==> src/hdl/llag_pkg.sv <==
// Shared constants and types for the life-like automaton grid.
package llag_pkg;

    // Default grid edge length
    localparam int GRID_SIZE_DEF = 64;

    // Field widths
    localparam int OP_W    = 2;
    localparam int ADDR_W  = 6;
    localparam int MASK_W  = 9;
    localparam int COUNT_W = 4;
    localparam int REG_W   = 1;
    localparam int S_DATA_W = 16;
    localparam int M_DATA_W = 8;

    // Opcodes
    localparam logic [OP_W-1:0] OP_CLEAR   = 2'd0;
    localparam logic [OP_W-1:0] OP_WRITE   = 2'd1;
    localparam logic [OP_W-1:0] OP_ADVANCE = 2'd2;
    localparam logic [OP_W-1:0] OP_READ    = 2'd3;

    // Register indexes
    localparam logic [REG_W-1:0] REG_BIRTH   = 1'b0;
    localparam logic [REG_W-1:0] REG_SURVIVE = 1'b1;

    // Rule reset values: B5678 / S45678
    localparam logic [MASK_W-1:0] BIRTH_RESET   = 9'd480;
    localparam logic [MASK_W-1:0] SURVIVE_RESET = 9'd496;

    // Control to every row cell
    typedef struct packed {
        logic shift;
        logic clear;
    } t_cell_ctrl;

endpackage

==> src/hdl/llag_rule.sv <==
// Next-generation logic for one row from the rows above, at and below it.
module llag_rule #(
    parameter int GRID_SIZE = llag_pkg::GRID_SIZE_DEF
) (
    input  logic [GRID_SIZE-1:0]        i_above,
    input  logic [GRID_SIZE-1:0]        i_center,
    input  logic [GRID_SIZE-1:0]        i_below,
    input  logic [llag_pkg::MASK_W-1:0] i_birth,
    input  logic [llag_pkg::MASK_W-1:0] i_survive,
    output logic [GRID_SIZE-1:0]        o_next
);

    // Zero padding at both ends models dead cells past the edge
    logic [GRID_SIZE+1:0] w_up;
    logic [GRID_SIZE+1:0] w_mid;
    logic [GRID_SIZE+1:0] w_dn;

    assign w_up  = {1'b0, i_above,  1'b0};
    assign w_mid = {1'b0, i_center, 1'b0};
    assign w_dn  = {1'b0, i_below,  1'b0};

    for (genvar g = 0; g < GRID_SIZE; g++) begin : g_col
        logic [llag_pkg::COUNT_W-1:0] w_cnt;

        // Eight neighbors, padded column g+1 is this cell
        assign w_cnt = llag_pkg::COUNT_W'(w_up[g]) + llag_pkg::COUNT_W'(w_up[g+1])
                     + llag_pkg::COUNT_W'(w_up[g+2]) + llag_pkg::COUNT_W'(w_mid[g])
                     + llag_pkg::COUNT_W'(w_mid[g+2]) + llag_pkg::COUNT_W'(w_dn[g])
                     + llag_pkg::COUNT_W'(w_dn[g+1]) + llag_pkg::COUNT_W'(w_dn[g+2]);

        assign o_next[g] = i_center[g] ? i_survive[w_cnt] : i_birth[w_cnt];
    end

endmodule
==> config.mk <==
export PLATFORM = sky130hd
export DESIGN_NAME = llag_rule
export DESIGN_NICKNAME = d
export VERILOG_FILES = /design/src/hdl/llag_pkg.sv /design/src/hdl/llag_rule.sv
export SDC_FILE = /design/constraint.sdc
export NUM_CORES = 1
export LEC_CHECK = 0
export BUFFER_PORTS_ARGS = -buffer_cell sky130_fd_sc_hd__buf_2
export CORE_ASPECT_RATIO = 1.2
export CORE_UTILIZATION = 35
export DETAILED_ROUTE_END_ITERATION = 10
export PLACE_DENSITY = 0.54
export SYNTH_ARGS = -nofsm -noshare
export SYNTH_HDL_FRONTEND = slang
export SYNTH_SLANG_ARGS = --single-unit
export TNS_END_PERCENT = 1
==> constraint.sdc <==
create_clock -name vclk -period 7.3
set_input_delay 1.46 -clock vclk [all_inputs]
set_output_delay 1.46 -clock vclk [all_outputs]
set_load 0.05 [all_outputs]
# [Word-level counts from Yosys, hierarchy flattened]
# Cells that the tools add are included.
[totals] word_cells=825 ff_bits=0 output_inout_bits=64
[classes] muxes=320 n_lt_le_gt_ge=64 n_addsub=441
[ops] operator="adder 4 x 1 -> 4 bit" count=252
[ops] operator="binary-select mux 1 bit (select 4 bit)" count=128
[ops] operator="less-than comparator 4 x 5 -> 1 bit (second input constant)" count=64
[ops] operator="adder 3 x 1 -> 4 bit" count=63
[ops] operator="two-way mux 1 bit" count=192
[ops] operator="adder 2 x 1 -> 3 bit" count=63
[ops] operator="adder 1 x 1 -> 2 bit" count=63

# [Depth between registers and ports, before layout]
[logic_depth] word_depth=10 mapped_depth=12 depth_no_buf=11

# [Worst setup path after synthesis]
# OpenSTA, ideal clock, no wires.
[synth_path] path_kind="in2out" start="input port i_above[2]" end="output port o_next[1]" required_ns=5.840 n_path_buf=0 path_stages=7 slack_ns=0.644 arrival_ns=5.196 cell_sequence="fa_1 > fa_1 > inv_1 > fa_1 > fa_1 > nand2_1 > o41ai_1"
[synth_via] elab_chain_len=9 word_cells_on_any_way=11 classes_between="add/sub: 6; mux: 5"
[synth_rtl] item="start: declaration" line_no="llag_rule.sv:5" text="input logic [GRID_SIZE-1:0] i_above,"
[synth_rtl] item="adder 2 x 1 -> 3 bit *" line_no="llag_rule.sv:27" text="+ llag_pkg::COUNT_W'(w_up[g+2]) + llag_pkg::COUNT_W'(w_mid[g])"
[synth_rtl] item="adder 3 x 1 -> 4 bit *" line_no="llag_rule.sv:27"
[synth_rtl] item="adder 4 x 1 -> 4 bit * (2 in series)" line_no="llag_rule.sv:28" text="+ llag_pkg::COUNT_W'(w_mid[g+2]) + llag_pkg::COUNT_W'(w_dn[g])"
[synth_rtl] item="adder 4 x 1 -> 4 bit * (2 in series)" line_no="llag_rule.sv:29" text="+ llag_pkg::COUNT_W'(w_dn[g+1]) + llag_pkg::COUNT_W'(w_dn[g+2]);"
[synth_rtl] item="binary-select mux 1 bit (select 4 bit)" line_no="llag_rule.sv:31" text="assign o_next[g] = i_center[g] ? i_survive[w_cnt] : i_birth[w_cnt];"
[synth_rtl] item="two-way mux 1 bit (not written as such)" line_no="llag_rule.sv:31"
[synth_rtl] item="two-way mux 1 bit *" line_no="llag_rule.sv:31"
[synth_rtl] item="end: declaration" line_no="llag_rule.sv:10" text="output logic [GRID_SIZE-1:0] o_next"
# Every way passes the cells marked *; elsewhere a longest branch is shown, timed or not. The select of a mux whose other input is x is not followed.

# [Worst setup path in the final report]
[layout_path] start="input port i_above[9]" end="output port o_next[10]"
[layout_via] elab_chain_len=10 word_cells_on_any_way=12 classes_between="add/sub: 7; mux: 5"
[layout_rtl] item="adder 1 x 1 -> 2 bit *" line_no="llag_rule.sv:26" text="assign w_cnt = llag_pkg::COUNT_W'(w_up[g]) + llag_pkg::COUNT_W'(w_up[g+1])"
[layout_rtl] item="adder 2 x 1 -> 3 bit *" line_no="llag_rule.sv:27"
[layout_rtl] item="adder 3 x 1 -> 4 bit *" line_no="llag_rule.sv:27"
[layout_rtl] item="adder 4 x 1 -> 4 bit * (2 in series)" line_no="llag_rule.sv:28"
[layout_rtl] item="adder 4 x 1 -> 4 bit * (2 in series)" line_no="llag_rule.sv:29"
[layout_rtl] item="binary-select mux 1 bit (select 4 bit)" line_no="llag_rule.sv:31"
[layout_rtl] item="two-way mux 1 bit (not written as such)" line_no="llag_rule.sv:31"
[layout_rtl] item="two-way mux 1 bit *" line_no="llag_rule.sv:31"
# Marked as above.

==> impl_metrics.yaml <==
outcome:
  outcome: "finished clean"
layout:
  syn_to_final_growth_pct: 8.55
  final_util: 0.385
  final_cell_mix: "inv_1, mux4_2, buf_2"
  seq_cells: 0
  nClkBuffers: 0
  nFillCells: 5710
  final_common_cell: "inv_1"
  seq_area_um2: 0
  layout-drive-gt1-share: 0.327
  nets: 2667
  fin_area_um2: 22000
flow_run:
  maxCapViolations: 0
floorplan:
  dieArea_um2: 58900
  initial_core_util: 0.354
  num_rows: 96
  die_height_um: 266
  ioPinCount: 274
  core_area_um2: 57200
  fp.dieW_um: 222
synth:
  yosys.area_share.adder: 0.365
  yosysWarnings: 0
  synth.largest_area_cell: "mux4_2"
  synth_cell_types: 28
  syn-num-nets: 2544
  ys_seq_area_frac: 0
  syn_avg_cell_area_um2: 10.7
  synth-simple-area-share: 0.0535
  synthMuxAreaShare: 0.394
  synth_xor_area_frac: 0.0242
  netlist_top_cells_area: "mux4_2, fa_1, ha_1"
  synth_compound_area_frac: 0.0425
  postSynthCellCount: 1894
  synth_top_area_frac: 0.323
  synth_top_family_by_area: "multiplexers"
  syn-cell-area_um2: 20300
critical_path:
  crit_required_ns: 5.84
  startpoint_type: "primary input"
  cp.arrival_ns: 5.43
  path_max_fanout: 5
  path_class: "primary input to output port"
  cp-end-kind: "output port"
clocking:
  postCtsSetupBuffers: 0
  holdBufCountCts: 0
  post_cts_resized: 0
place:
  io_buffers: 274
  dpl_worst_slack_ns: 0.443
  dpl_cell_area_um2: 22000
  hpwl_mm: 51.2
  place.gp.congestion: 0.883
sta:
  maxSlewViolCount: 0
  max_clock_freq_mhz: 145
  finalHoldViolations: 0
  timing.final.ws_setup_ns: 0.411
  final.setup.tns_ns: 0
  min_period_ns: 6.89
  rsz0062_at_grt: "no"
  period_share: 0.944
  finalSetupViolCount: 0
  worst_slew_pin_slew_ns: 1.21
  max_slew_margin: 0.193
hold_path:
  worstHoldStart: "i_center[1]"
  min_to: "o_next[1]"
  hp-class: "primary input to output port"
  hold_depth: 4
global_routing:
  grtUsageMet3: 0.0221
  grt_pass1_vias: 17400
  gr-usage-met1: 0.293
  grt_busiest_layer: "met2"
  overflow: 0
  antenna_found_initial: 19
  grt_max_degree: 46
  grt_util_all_layers: 0.232
  grt_util_met2: 0.424
  grt_pass1_wl_mm: 104
routing:
  vias: 16000
  vias_per_cell: 5.79
  first_pass_iters: 5
  routed_wl_mm: 68.0
  ant_nets: 0
  drt-initial-drc-count: 983
  drc: 0
  wl_per_cell_um: 24.7
pwr:
  power_density_nw_per_um2: 274
  peakVddDrop_v: 0.000181
  power.leakage_nw: 10.7
-- worst max path at each step --
stage	from	to	slack (ns)	cells after the start
6_report	i_above[9]	o_next[10]	0.41	13
5_1_grt	i_center[32]	o_next[33]	0.31	13
4_1_cts	i_above[29]	o_next[29]	0.42	13
3_5_place_dp	i_above[9]	o_next[10]	0.44	13
3_3_place_gp	i_above[29]	o_next[29]	0.42	13
2_1_floorplan	i_above[2]	o_next[1]	0.64	7
-- kinds of logic (layout without fill, tap and decap cells) --
| group | count (synthesis) | count (layout) |
|---|---|---|
| other | 0 | 5 |
| muxes | 388 | 388 |
| xor gates and xnor gates | 56 | 56 |
| and+or+nand+nor | 249 | 249 |
| adders and majority gates | 440 | 440 |
| buffers and inverters | 625 | 746 |
| AOI/OAI and AO/OA | 136 | 136 |
-- report_power, final --
part | internal (mW) | switching (mW)
clock | 0.0000000920 | 0
sequential | 0 | 0
combinational | 2.77 | 3.26
-- synth_stat cells, drive strengths merged --
cell type,n
a21oi,12
a311o,5
nor2,56
clkbuf,156
nand3b,5
nor2b,2
o211ai,1
mux2i,12
fa,252
nor3b,5
nand2b,5
inv,442
xor2,56
nand2,114
nand3,55
mux2,62
o21ai,57
nor4,6
a21o,60
o41ai,1
ha,188
mux4,314
buf,27
and3b,1
-- area by class of cell --
class / count / area (µm²) / share of cell area
Inverter: 442 / 1660 / 0.0754
Multi-Input combinational cell: 1269 / 17800 / 0.810
Timing Repair Buffer: 304 / 1600 / 0.0726
Antenna cell: 5 / 12.5 / 0.000569
Tap cell: 735 / 920 / 0.0418
-- per-stage QoR --
stage	hold slack [ns]	total power [mW]	instances
floorplan	3.26	4.86	1894
global placement	3.47	5.88	2750
detailed placement	3.48	6.03	2750
CTS	3.47	6.06	2750
global route	3.49	6.52	2752
finish	3.47	6.03	2755
-- critical path, stage by stage --
cell and delay, ns:
buf_2 0.17, inv_1 0.12, fa_1 0.56, fa_1 0.43, fa_1 0.49, inv_1 0.04, ha_1 0.19, fa_1 0.61
mux4_1 0.32, mux2_2 0.29, a21o_1 0.15, a311o_1 0.34, buf_2 0.23
-- metal layers --
metal,vias up,share of wire
li1,6782,-
met1,8231,0.38
met5,-,0.00097
met2,792,0.52
met3,143,0.071
met4,12,0.027
Power figures use the tool's default switching activity.
