[config.mk]
export PLATFORM = sky130hd
export DESIGN_NAME = llag_cell
export DESIGN_NICKNAME = d
export VERILOG_FILES = /design/src/hdl/llag_pkg.sv /design/src/hdl/llag_cell.sv
export SDC_FILE = /design/constraint.sdc
export NUM_CORES = 1
export LEC_CHECK = 0
export BUFFER_PORTS_ARGS = -buffer_cell sky130_fd_sc_hd__clkbuf_2
export CAP_MARGIN = 20
export CORE_MARGIN = 2
export CORE_UTILIZATION = 43
export DETAILED_ROUTE_END_ITERATION = 8
export PLACE_DENSITY = 0.83
export REMOVE_ABC_BUFFERS = 1
export SYNTH_ARGS = -nofsm -noshare
export SYNTH_HDL_FRONTEND = slang
export SYNTH_SLANG_ARGS = --single-unit
[constraint.sdc]
create_clock -name i_clk -period 1.05 [get_ports i_clk]
set_clock_uncertainty 0.15 [all_clocks]
set_input_delay 0.105 -clock i_clk [delete_from_list [all_inputs] [get_ports i_clk]]
set_output_delay 0.105 -clock i_clk [all_outputs]
set_load 0.01 [all_outputs]
[src/hdl/llag_pkg.sv]
// Shared constants and types for the life-like automaton grid.
package llag_pkg;

    // Default grid edge length
    localparam int GRID_SIZE_DEF = 64;

    // Field widths
    localparam int OP_W    = 2;
    localparam int ADDR_W  = 6;
    localparam int MASK_W  = 9;
    localparam int COUNT_W = 4;
    localparam int REG_W   = 1;
    localparam int S_DATA_W = 16;
    localparam int M_DATA_W = 8;

    // Opcodes
    localparam logic [OP_W-1:0] OP_CLEAR   = 2'd0;
    localparam logic [OP_W-1:0] OP_WRITE   = 2'd1;
    localparam logic [OP_W-1:0] OP_ADVANCE = 2'd2;
    localparam logic [OP_W-1:0] OP_READ    = 2'd3;

    // Register indexes
    localparam logic [REG_W-1:0] REG_BIRTH   = 1'b0;
    localparam logic [REG_W-1:0] REG_SURVIVE = 1'b1;

    // Rule reset values: B5678 / S45678
    localparam logic [MASK_W-1:0] BIRTH_RESET   = 9'd480;
    localparam logic [MASK_W-1:0] SURVIVE_RESET = 9'd496;

    // Control to every row cell
    typedef struct packed {
        logic shift;
        logic clear;
    } t_cell_ctrl;

endpackage

[src/hdl/llag_cell.sv]
// One row cell of the ring: holds one grid row and passes it to its neighbor.
module llag_cell #(
    parameter int GRID_SIZE = llag_pkg::GRID_SIZE_DEF
) (
    input  logic                   i_clk,
    input  logic                   i_rst_n,
    input  llag_pkg::t_cell_ctrl   i_ctrl,
    input  logic [GRID_SIZE-1:0]   i_row,
    output logic [GRID_SIZE-1:0]   o_row
);

    logic [GRID_SIZE-1:0] r_row;

    // Row storage: clear wins, else take the neighbor's row on a shift
    always_ff @(posedge i_clk) begin
        if (!i_rst_n) begin
            r_row <= '0;
        end else if (i_ctrl.clear) begin
            r_row <= '0;
        end else if (i_ctrl.shift) begin
            r_row <= i_row;
        end
    end

    assign o_row = r_row;

endmodule

# After elaboration in Yosys (flattened, before gate mapping)
# Index checks and enable logic that the tools add are counted.
op_classes:
  add_sub_neg: 0
  mul: 0
  div: 0
  order_cmp: 0
  n_eq_ne: 0
  shift: 0
  n_mux: 0
  n_bitwise: 1
  n_reduce_logical: 1
ops:
  columns: ["cell", "n"]
  rows:
  - ["2-bit OR reduction", 1]
  - ["1-bit inverter", 1]
word_totals:
  regBits: 64
  latchBits: 0
  mem_bits_rw: 0
  romBits: 0
  inputBits: 68
  out_inout_bits: 64
  word_cells: 3
  memories: 0

# Longest topological paths before layout
# Gate-level depths: netlist of run 1.
logic_depth:
  ltp_word: 2
  depth_mapped: 4
  ltp_nobuf: 2

# Worst setup path after synthesis of run 1
# No wires, ideal clock.
synth_timing:
  path_type: "input port to flip-flop"
  startpoint: "in i_ctrl[1] (netlist bit)"
  endpoint: "reg r_row[0], in the netlist o_row[0]"
  setup_ns: 0.117
  t_arrival_ns: 0.631
  required_ns: 0.783
  setup_slack_ns: 0.151
  cell_stages: 4
  n_path_buf: 2
  path_cell_list: "buf_6 buf_8 mux2i_1 nor2_1"
synth_lines:
  columns: ["item", "line", "text"]
  rows:
  - ["start, declared", "llag_cell.sv:7", "input llag_pkg::t_cell_ctrl i_ctrl,"]
  - ["end signal, assigned", "llag_cell.sv:21", "r_row <= i_row;"]
  - ["end, declared", "llag_cell.sv:12", "logic [GRID_SIZE-1:0] r_row;"]

# Final worst setup path of run 1
layout_timing:
  startpoint: "reg r_row[11], in the netlist o_row[11]"
  endpoint: "out o_row[11]"
layout_lines:
  columns: ["item", "line", "text"]
  rows:
  - ["end, declared", "llag_cell.sv:9", "output logic [GRID_SIZE-1:0] o_row"]
# No word-level cell between the ends.

==> results of run 1 <==
==> worst min path at each step <==
stage / startpoint / end / slack [ps]
floorplan: i_row[0] / o_row[0] / 100
global placement: i_row[18] / o_row[18] / 190
detailed placement: i_row[45] / o_row[45] / 200
CTS: i_rst_n / o_row[10] / 120
global route: i_rst_n / o_row[23] / 150
finish: i_rst_n / o_row[22] / 160
==> kinds of logic (layout without fill, tap and decap cells) <==
kind of cell	after synthesis	count (layout)
buf+inv	14	226
flops	64	64
mux	64	64
simple gates	65	65
==> power groups by stage <==
stage	sequential [uW]	clock [uW]	combinational [uW]
after floorplan	2640	0	196
after global placement	2600	0	552
after detailed placement	2600	0	564
after CTS	2560	2140	758
after global routing	2590	2250	949
final	2590	2110	894
==> cells in the final DEF, fill, tap and decap left out <==
master,netlist,routed
sky130_fd_sc_hd__nor2_1,64,64
sky130_fd_sc_hd__buf_6,1,59
sky130_fd_sc_hd__clkbuf_2,1,67
sky130_fd_sc_hd__clkbuf_1,0,2
sky130_fd_sc_hd__nand2b_2,0,1
sky130_fd_sc_hd__dfxtp_2,0,64
sky130_fd_sc_hd__bufinv_16,0,1
sky130_fd_sc_hd__clkbuf_8,0,11
sky130_fd_sc_hd__clkinv_2,0,2
sky130_fd_sc_hd__dlygate4sd3_1,0,64
sky130_fd_sc_hd__buf_12,0,4
sky130_fd_sc_hd__buf_2,6,4
sky130_fd_sc_hd__mux2i_1,64,64
sky130_fd_sc_hd__buf_4,0,12
==> metal layers <==
metal  global-route usage  part of all wire  up-vias  routed length [microns]
li1                     -                 -     1099                        -
met1                0.219              0.34     1106                     2800
met2                0.467              0.56      111                     4580
met3               0.0647             0.059       29                      479
met4                0.127             0.035        0                      286
met5                    0                 0        -                        0
==> final cells by class <==
class                      instances  area [sq um]
fill                             279           772
timing repair buffer             210          1830
clock inverter                     3          40.0
tap                               70          87.6
clock buffer                      13           159
multi-input combinational        129           890
sequential                        64          1360
==> through the flow <==
stage / hold slack, ps / TNS [ps] / utilization / setup WS [ps] / std cells
after global placement: 186 / 0 / 0.586 / 68.6 / 400
after global routing: 155 / -340 / 0.850 / -25.7 / 489
after CTS: 124 / -58.9 / 0.767 / -12.8 / 483
after floorplan: 102 / -40350 / - / -630 / 193
final: 156 / 0 / 0.850 / 0.506 / 489
after detailed placement: 199 / 0 / 0.586 / 39.6 / 400
==> what timing repair did <==
action | CTS | global route
pin swaps | 0 | 0
endpoints found under the setup margin | 55 | 63
setup buffers | 3 | 6
endpoints found under the hold margin | 64 | 0
gates resized for setup | 55 | 133
hold buffers | 64 | 0
==> reports/qor.csv, run 1 <==
metric;value;unit
status;completed;
P_leak;0.00214;uW
total half-perimeter wirelength after legalization and detailed placement;3.57;mm
share of total power in sequential cells;0.463;
most instantiated cells after synthesis;sky130_fd_sc_hd__dfxtp_1, sky130_fd_sc_hd__mux2i_1, sky130_fd_sc_hd__nor2_1;
Final Net Count;482;
fraction of synthesized area in multiplexers;0.278;
Worst-path clk slew;70;ps
standard-cell row count;26;
GRT Residual Overflow;0;
area overhead of the layout relative to synthesis;89.5;%
count of warnings emitted by yosys;0;
die footprint;5960;sq um
Final Power;5590;uW
detailed router's first-iteration violation count;89;
cell-internal power;4290;uW
global routing usage summed across all routing layers;0.238;
CTS sink count;64;
setup slack of the worst register-to-register path;110;ps
start point of the critical path;o_row[11];
post-route clock period utilization;1.00;
total via count in the routed design;2345;
Gate power share;0.160;
highest attainable clock frequency;0.953;GHz
overall routed net length;8.14;mm
Reg2Reg Capture Point;o_row[30];
largest family of logic cells by synthesized area;multiplexers;
series of cell instances along the critical path;buf_6;
Num CTS Buffers;9;
cell depth of the worst min-delay path;4;
number of enable-type register cells in the synthesized netlist;0;
compound-cell area share of the yosys netlist;0;
leading register cell type out of synthesis;sky130_fd_sc_hd__dfxtp_1;
summed instance area of the synthesized netlist;2300;sq um
global-route wire length before repair;11.1;mm
# H-tree levels;3;
fraction of final layout cells sized beyond drive strength 1;0.537;
final design instance area without fill;4370;sq um
DR WL/cell;16.7;microns
xor and xnor area share after synthesis;0;
worst stage delay on the critical path;360;ps
reported max-cap violation count;0;
type of origin of the critical path;flip-flop;
switching pwr;1300;uW
Adder-Cell Fraction of Synth Area;0;
Hold Vio Cnt, Final;0;
fraction of synthesis flops using an asynchronous set or reset pin;0;
clock tree from TritonCTS;built;
cell at the root of the clock tree;sky130_fd_sc_hd__clkbuf_8;
placed cell area;3010;sq um
last weighted congestion value of the routability-driven placer;0.761;
fraction of power spent switching nets;0.232;
DR vias/cell;4.80;
number of cells on the critical path;1;
top cell type's share of synthesized area;0.556;
classification of the worst-slack hold path;input pin to flip-flop;
Max transition margin;0.857;
die extent in x;77.2;microns
maximum fanout encountered on the critical timing path;2;
fraction of the mapped netlist area in simple logic gates;0.107;
sort of element at the end of the critical path;output pin;
effective utilization at floorplan;0.448;
category of cells accounting for the largest share of critical-path delay;flip-flops;
post-synthesis sequential element count;64;
iteration count of the initial detailed-routing pass;4;
pin count of the biggest net entering global routing;34;
initial antenna violation count;0;
number of antenna diodes;0;
dominant cell type by area after synthesis;sky130_fd_sc_hd__dfxtp_1;
number of max-slew violations in the final report;0;
register area share after synthesis;0.556;
largest buffer count on any clock path;2;
Top-Level Pins;132;
final worst path period need;1050;ps
count of unique library cells instantiated by Yosys;8;
main area contributors after synthesis;sky130_fd_sc_hd__dfxtp_1, sky130_fd_sc_hd__mux2i_1, sky130_fd_sc_hd__nor2_1, sky130_fd_sc_hd__buf_8, sky130_fd_sc_hd__buf_2;
Crit-path slowest cell;sky130_fd_sc_hd__dfxtp_2;
pwr dens;1280;nW/um^2
transition time at the pin with the least slew margin;209;ps
peak supply drop;1.05;mV
crit path buf inv count;1;
final routed DRC violation total;0;
data arrival time of the critical path;790;ps
Worst setup endpoint;o_row[11];
vertical extent of the die;77.2;microns
Setup-failing EPs final;0;
synthesized instance count;207;
required arrival time at the worst endpoint;790;ps
post-route antenna net violation count;0;
Critical Setup Path Class;flip-flop to output pin;
flip-flop count of the largest register after layout;64;
Reg-to-Reg Start;o_row[30];
core area;5140;sq um
Clk Latency, worst-skew pair;330;ps
average size of a mapped cell;11.1;sq um
number of cell instances on the worst register-to-register path;3;
setup repair after global routing missed its margin;true;
count of buffers from port buffering;131;
vias in the first global route;2443;
part of the power in the clock network;0.377;
Power figures use the tool's default switching activity.
==> run 2, diff against run 1 <==
- REMOVE_ABC_BUFFERS: 1 -> unset
==> reports/qor.csv, run 2 (synthesis results as in run 1) <==
metric;value;unit;change
worst stage delay on the critical path;330;ps;-30 ps
Gate power share;0.157;;-0.003
sort of element at the end of the critical path;output pin;;
switching pwr;1290;uW;-0.31%
commonest cells after routing, fill and taps aside;sky130_fd_sc_hd__clkbuf_2, sky130_fd_sc_hd__mux2i_1, sky130_fd_sc_hd__nor2_1, sky130_fd_sc_hd__dlygate4sd3_1, sky130_fd_sc_hd__dfxtp_2;;
Critical Setup Path Class;flip-flop to output pin;;
number of max-slew violations in the final report;0;;unchanged
die footprint;5960;sq um;unchanged
peak supply drop;0.973;mV;-7.4%
Crit-path slowest cell;sky130_fd_sc_hd__dfxtp_1;;
final routed DRC violation total;0;;unchanged
P_leak;0.00212;uW;-1.1%
reported max-cap violation count;0;;unchanged
number of antenna diodes;0;;unchanged
last weighted congestion value of the routability-driven placer;0.729;;-4.2%
Max transition margin;0.861;;+0.00413
global-route wire length before repair;10.4;mm;-6.0%
classification of the worst-slack hold path;input pin to flip-flop;;
post-synthesis net count;275;;
global routing usage summed across all routing layers;0.222;;-0.0159
category of cells accounting for the largest share of critical-path delay;flip-flops;;
GRT Residual Overflow;0;;unchanged
DR WL/cell;15.9;microns;-4.4%
total half-perimeter wirelength after legalization and detailed placement;3.58;mm;about the same
Setup-failing EPs final;0;;unchanged
required arrival time at the worst endpoint;790;ps;about the same
vias in the first global route;2199;;-10%
crit path buf inv count;1;;unchanged
detailed router's first-iteration violation count;64;;-28%
most common cell after layout, fill and taps aside;sky130_fd_sc_hd__clkbuf_2;;
DR vias/cell;4.75;;-0.93%
initial antenna violation count;0;;unchanged
standard-cell row count;26;;unchanged
final worst path period need;1040;ps;-10.7 ps
Top-Level Pins;132;;unchanged
status;completed;;
Clk Latency, worst-skew pair;320;ps;about the same
Hold Vio Cnt, Final;0;;unchanged
# H-tree levels;3;;unchanged
area overhead of the layout relative to synthesis;87.4;%;
Setup TNS Final;0;ps;unchanged
fillers;275;;-1.4%
largest buffer count on any clock path;2;;unchanged
CTS sink count;64;;unchanged
flip-flop count of the largest register after layout;64;;unchanged
cell-internal power;4280;uW;-0.22%
maximum fanout encountered on the critical timing path;2;;unchanged
Num CTS Buffers;9;;unchanged
setup repair after global routing missed its margin;true;;
cell at the root of the clock tree;sky130_fd_sc_hd__clkbuf_8;;
effective utilization at floorplan;0.448;;unchanged
total via count in the routed design;2309;;-1.5%
post-route antenna net violation count;0;;unchanged
iteration count of the initial detailed-routing pass;4;;unchanged
vertical extent of the die;77.2;microns;unchanged
post-route clock period utilization;0.989;;-0.0102
transition time at the pin with the least slew margin;203;ps;-6.03 ps
overall routed net length;7.73;mm;-5.0%
type of origin of the critical path;flip-flop;;
series of cell instances along the critical path;clkbuf_2;;
Final Net Count;479;;-0.62%
die extent in x;77.2;microns;unchanged
fraction of power spent switching nets;0.232;;about the same
pin count of the biggest net entering global routing;33;;-2.9%
share of total power in sequential cells;0.464;;about the same
Worst-path clk slew;60;ps;about the same
clock tree from TritonCTS;built;;
data arrival time of the critical path;780;ps;about the same
core area;5140;sq um;unchanged
part of the power in the clock network;0.379;;+0.002
highest attainable clock frequency;0.963;GHz;+1.0%
pwr dens;1290;nW/um^2;+0.88%
fraction of final layout cells sized beyond drive strength 1;0.531;;-0.00574
count of buffers from port buffering;131;;unchanged
Post-Route Utilization;0.840;;-0.00949
## run 2: repair_timing
action | in CTS | in global routing
endpoints found under the setup margin | 46 | 61
gates resized for setup | 46 | 132
hold buffers | 64 | 0
setup buffers | 0 | 6
endpoints found under the hold margin | 64 | 0
## run 2: worst paths after layout
| check | slack, ps | cells past startpoint | from | end |
|---|---|---|---|---|
| worst max-delay path | 10 | 1 | o_row[43] | o_row[43] |
| worst max register to register | 110 | 3 | o_row[7] | o_row[7] |
| worst min-delay path | 120 | 4 | i_ctrl[1] | o_row[41] |
| worst min register to register | 340 | 2 | o_row[63] | o_row[63] |
## run 2: power by group through the flow
stage	Combinational (uW)	Sequential, uW	Clock [uW]
final	877	2580	2110
after global routing	931	2590	2260
after CTS	754	2560	2130
after detailed placement	566	2600	0
after global placement	551	2600	0
after floorplan	291	2640	0
## run 2: cell type report
class	count	area [sq um]	share of cell area
timing repair buffer	207	1780	0.413
tap	70	87.6	0.0203
clock buffer	13	159	0.0368
clock inverter	3	40.0	0.00927
sequential	64	1360	0.315
multi-input combinational	129	890	0.206
## run 2: stage by stage
step / setup WS [ps] / instances / hold slack, ps / cell area (sq um) / total power, uW
after global routing: -18.7 / 486 / 117 / 4320 / 5780
final: 11.2 / 486 / 123 / 4320 / 5570
after global placement: 58.5 / 400 / 186 / 3010 / 3150
after CTS: -3.90 / 480 / 85.3 / 3910 / 5440
after detailed placement: 20.8 / 400 / 199 / 3010 / 3170
after floorplan: 151 / 207 / 102 / 2300 / 2930
## run 2: per-layer routing
metal / wire (microns) / global-route usage
met1: 2870 / 0.231
met2: 4220 / 0.423
met5: 0 / 0
met4: 148 / 0.0696
met3: 498 / 0.0671
==> run 3, diff against run 2 <==
- ABC_AREA: unset -> 1
- CELL_PAD_IN_SITES_DETAIL_PLACEMENT: unset -> 1
- CELL_PAD_IN_SITES_GLOBAL_PLACEMENT: unset -> 2
- CORE_UTILIZATION: 43 -> 25
- GPL_TIMING_DRIVEN: unset -> 0
==> reports/qor.csv, run 3 <==
metric;value;unit;change
status;complete, but fails checks;;
violated checks;negative hold slack;;
cell depth of the worst min-delay path;4;;unchanged
Num CTS Buffers;9;;unchanged
highest attainable clock frequency;0.960;GHz;-0.26%
final design instance area without fill;4910;sq um;+14%
library cell with the highest instance count after synthesis;sky130_fd_sc_hd__nand2_1;;
Worst-path clk slew;70;ps;about the same
Hold Vio Cnt, Final;2;;+2
worst stage delay on the critical path;350;ps;+20 ps
effective utilization at floorplan;0.254;;-0.195
clock tree from TritonCTS;built;;
Crit-path slowest cell;sky130_fd_sc_hd__dfxtp_2;;
detailed router's first-iteration violation count;55;;-14%
Top-Level Pins;132;;unchanged
series of cell instances along the critical path;buf_6;;
peak supply drop;0.863;mV;-11%
overall routed net length;9.49;mm;+23%
pre-CTS setup slack;-80.5;ps;-101 ps
reported max-cap violation count;0;;unchanged
data arrival time of the critical path;790;ps;about the same
pin count of the biggest net entering global routing;11;;-67%
last weighted congestion value of the routability-driven placer;0.676;;-7.3%
Final Power;5660;uW;+1.6%
hold path startpoint;i_ctrl[1];;
initial antenna violation count;0;;unchanged
post-synthesis sequential element count;64;;unchanged
maximum fanout encountered on the critical timing path;2;;unchanged
core area;10100;sq um;+97%
total via count in the routed design;2705;;+17%
number of cell instances on the worst register-to-register path;4;;+1
main area contributors after synthesis;sky130_fd_sc_hd__dfxtp_1, sky130_fd_sc_hd__a21oi_2, sky130_fd_sc_hd__nand2_1, sky130_fd_sc_hd__nand2_2, sky130_fd_sc_hd__buf_12;;
category of cells accounting for the largest share of critical-path delay;flip-flops;;
largest buffer count on any clock path;2;;unchanged
required arrival time at the worst endpoint;790;ps;about the same
commonest cells after routing, fill and taps aside;sky130_fd_sc_hd__nand2_1, sky130_fd_sc_hd__clkbuf_2, sky130_fd_sc_hd__dlygate4sd3_1, sky130_fd_sc_hd__dfxtp_2, sky130_fd_sc_hd__buf_6;;
DR WL/cell;14.6;microns;-8.1%
post-synthesis net count;346;;+26%
Critical Setup Path Class;flip-flop to output pin;;
crit path buf inv count;1;;unchanged
count of unique library cells instantiated by Yosys;11;;+3
number of cells in the design after placement;545;;+36%
CTS sink count;64;;unchanged
transition time at the pin with the least slew margin;312;ps;+109 ps
classification of the worst-slack hold path;input pin to flip-flop;;
die footprint;11100;sq um;+86%
fraction of synthesis flops using an asynchronous set or reset pin;0;;unchanged
sort of element at the end of the critical path;output pin;;
multi-input logic area;1110;sq um;+24%
fraction of final layout cells sized beyond drive strength 1;0.667;;+0.135
leading register cell type out of synthesis;sky130_fd_sc_hd__dfxtp_1;;
summed instance area of the synthesized netlist;2570;sq um;+12%
number of max-slew violations in the final report;0;;unchanged
Reg2Reg Capture Point;o_row[25];;
fillers;1170;;+330%
count of warnings emitted by yosys;0;;unchanged
flip-flop count of the largest register after layout;64;;unchanged
post-route clock period utilization;0.992;;+0.00255
post-route worst hold slack;-17.6;ps;-141 ps
global routing usage summed across all routing layers;0.162;;-0.0606
vertical extent of the die;105;microns;+37%
standard-cell row count;37;;+42%
placed cell area;3400;sq um;+13%
iteration count of the initial detailed-routing pass;4;;unchanged
register area share after synthesis;0.498;;-0.0579
final routed DRC violation total;0;;unchanged
pwr dens;1150;nW/um^2;-11%
Setup-failing EPs final;0;;unchanged
area overhead of the layout relative to synthesis;90.8;%;
Clk Latency, worst-skew pair;320;ps;about the same
DR vias/cell;4.17;;-12%
Reg-to-Reg Start;o_row[25];;
number of enable-type register cells in the synthesized netlist;0;;unchanged
cell at the root of the clock tree;sky130_fd_sc_hd__clkbuf_8;;
count of buffers from port buffering;131;;unchanged
# H-tree levels;3;;unchanged
setup slack of the worst register-to-register path;90;ps;-20 ps
Final Net Count;577;;+20%
die extent in x;105;microns;+37%
WHS Endpoint;o_row[60];;
post-route antenna net violation count;0;;unchanged
Finished Layout Cells;649;;+34%
Sequential Area;1360;sq um;about the same
most instantiated cells after synthesis;sky130_fd_sc_hd__nand2_1, sky130_fd_sc_hd__dfxtp_1, sky130_fd_sc_hd__a21oi_2;;
P_leak;0.00208;uW;-2.2%
setup repair after global routing missed its margin;true;;
average size of a mapped cell;9.25;sq um;-17%
global-route wire length before repair;14.2;mm;+36%
top cell type's share of synthesized area;0.498;;-0.0579
final worst path period need;1040;ps;+2.68 ps
Max transition margin;0.792;;-0.0690
type of origin of the critical path;flip-flop;;
total half-perimeter wirelength after legalization and detailed placement;5.21;mm;+46%
synthesized instance count;278;;+34%
dominant cell type by area after synthesis;sky130_fd_sc_hd__dfxtp_1;;
GRT Residual Overflow;0;;unchanged
setup ws final;8.56;ps;-2.68 ps
most common cell after layout, fill and taps aside;sky130_fd_sc_hd__nand2_1;;
vias in the first global route;2811;;+28%
number of antenna diodes;0;;unchanged
[run 3: cells by family (layout without fill, tap and decap cells)]
kind of cell | Yosys count | after routing | synth area share
compound gates | 64 | 64 | 0.212
buf+inv | 21 | 256 | 0.0715
flops | 64 | 64 | 0.498
simple gates | 129 | 129 | 0.218
[run 3: what timing repair did]
action                                  4_1_cts  5_1_grt
setup buffers                                12       11
resized for setup                            66      131
endpoints found under the setup margin       64       64
hold buffers                                 64        2
pin swaps                                     0        0
hold endpoints to repair                     64        1
[run 3: how the worst max path moves through the flow]
stage / from / endpoint / slack (ps) / depth (start not counted)
3_5_place_dp: i_ctrl[0] / o_row[13] / -80 / 5
2_1_floorplan: i_ctrl[0] / o_row[0] / 240 / 4
5_1_grt: o_row[17] / o_row[17] / -50 / 1
3_3_place_gp: i_ctrl[0] / o_row[11] / -60 / 5
6_report: o_row[11] / o_row[11] / 9 / 1
4_1_cts: o_row[20] / o_row[20] / -30 / 1
[run 3: through the flow]
| step | util | setup TNS, ps | hold slack (ps) |
|---|---|---|---|
| floorplan | - | 0 | 95.5 |
| finish | 0.484 | 0 | -17.6 |
| CTS | 0.435 | -920 | -22.3 |
| global route | 0.484 | -1090 | 15.0 |
| detailed placement | 0.335 | -3680 | 191 |
| global placement | 0.335 | -3140 | 188 |
[run 3: per-layer routing]
layer	GRT usage	up-vias	wire length, microns
met5	0	-	0
li1	-	1347	-
met2	0.303	71	5310
met3	0.0402	9	342
met1	0.177	1278	3720
met4	0.0514	0	120
[run 3: cell type report]
| cell class | instances | area share |
|---|---|---|
| Timing Repair Buffer | 220 | 0.387 |
| Sequential cell | 64 | 0.277 |
| Multi-Input combinational cell | 193 | 0.226 |
| Buffer | 19 | 0.0360 |
| Tap cell | 136 | 0.0347 |
| Clock buffer | 12 | 0.0296 |
| Clock inverter | 3 | 0.00867 |
| Inverter | 2 | 0.00153 |
[run 3: power by group]
group	leakage, uW	switching [uW]	total, uW	internal, uW
combinational	0.00143	437	997	560
sequential	0.000550	57.6	2580	2520
clock	0.0000925	939	2090	1150
total	0.00208	1430	5660	4230
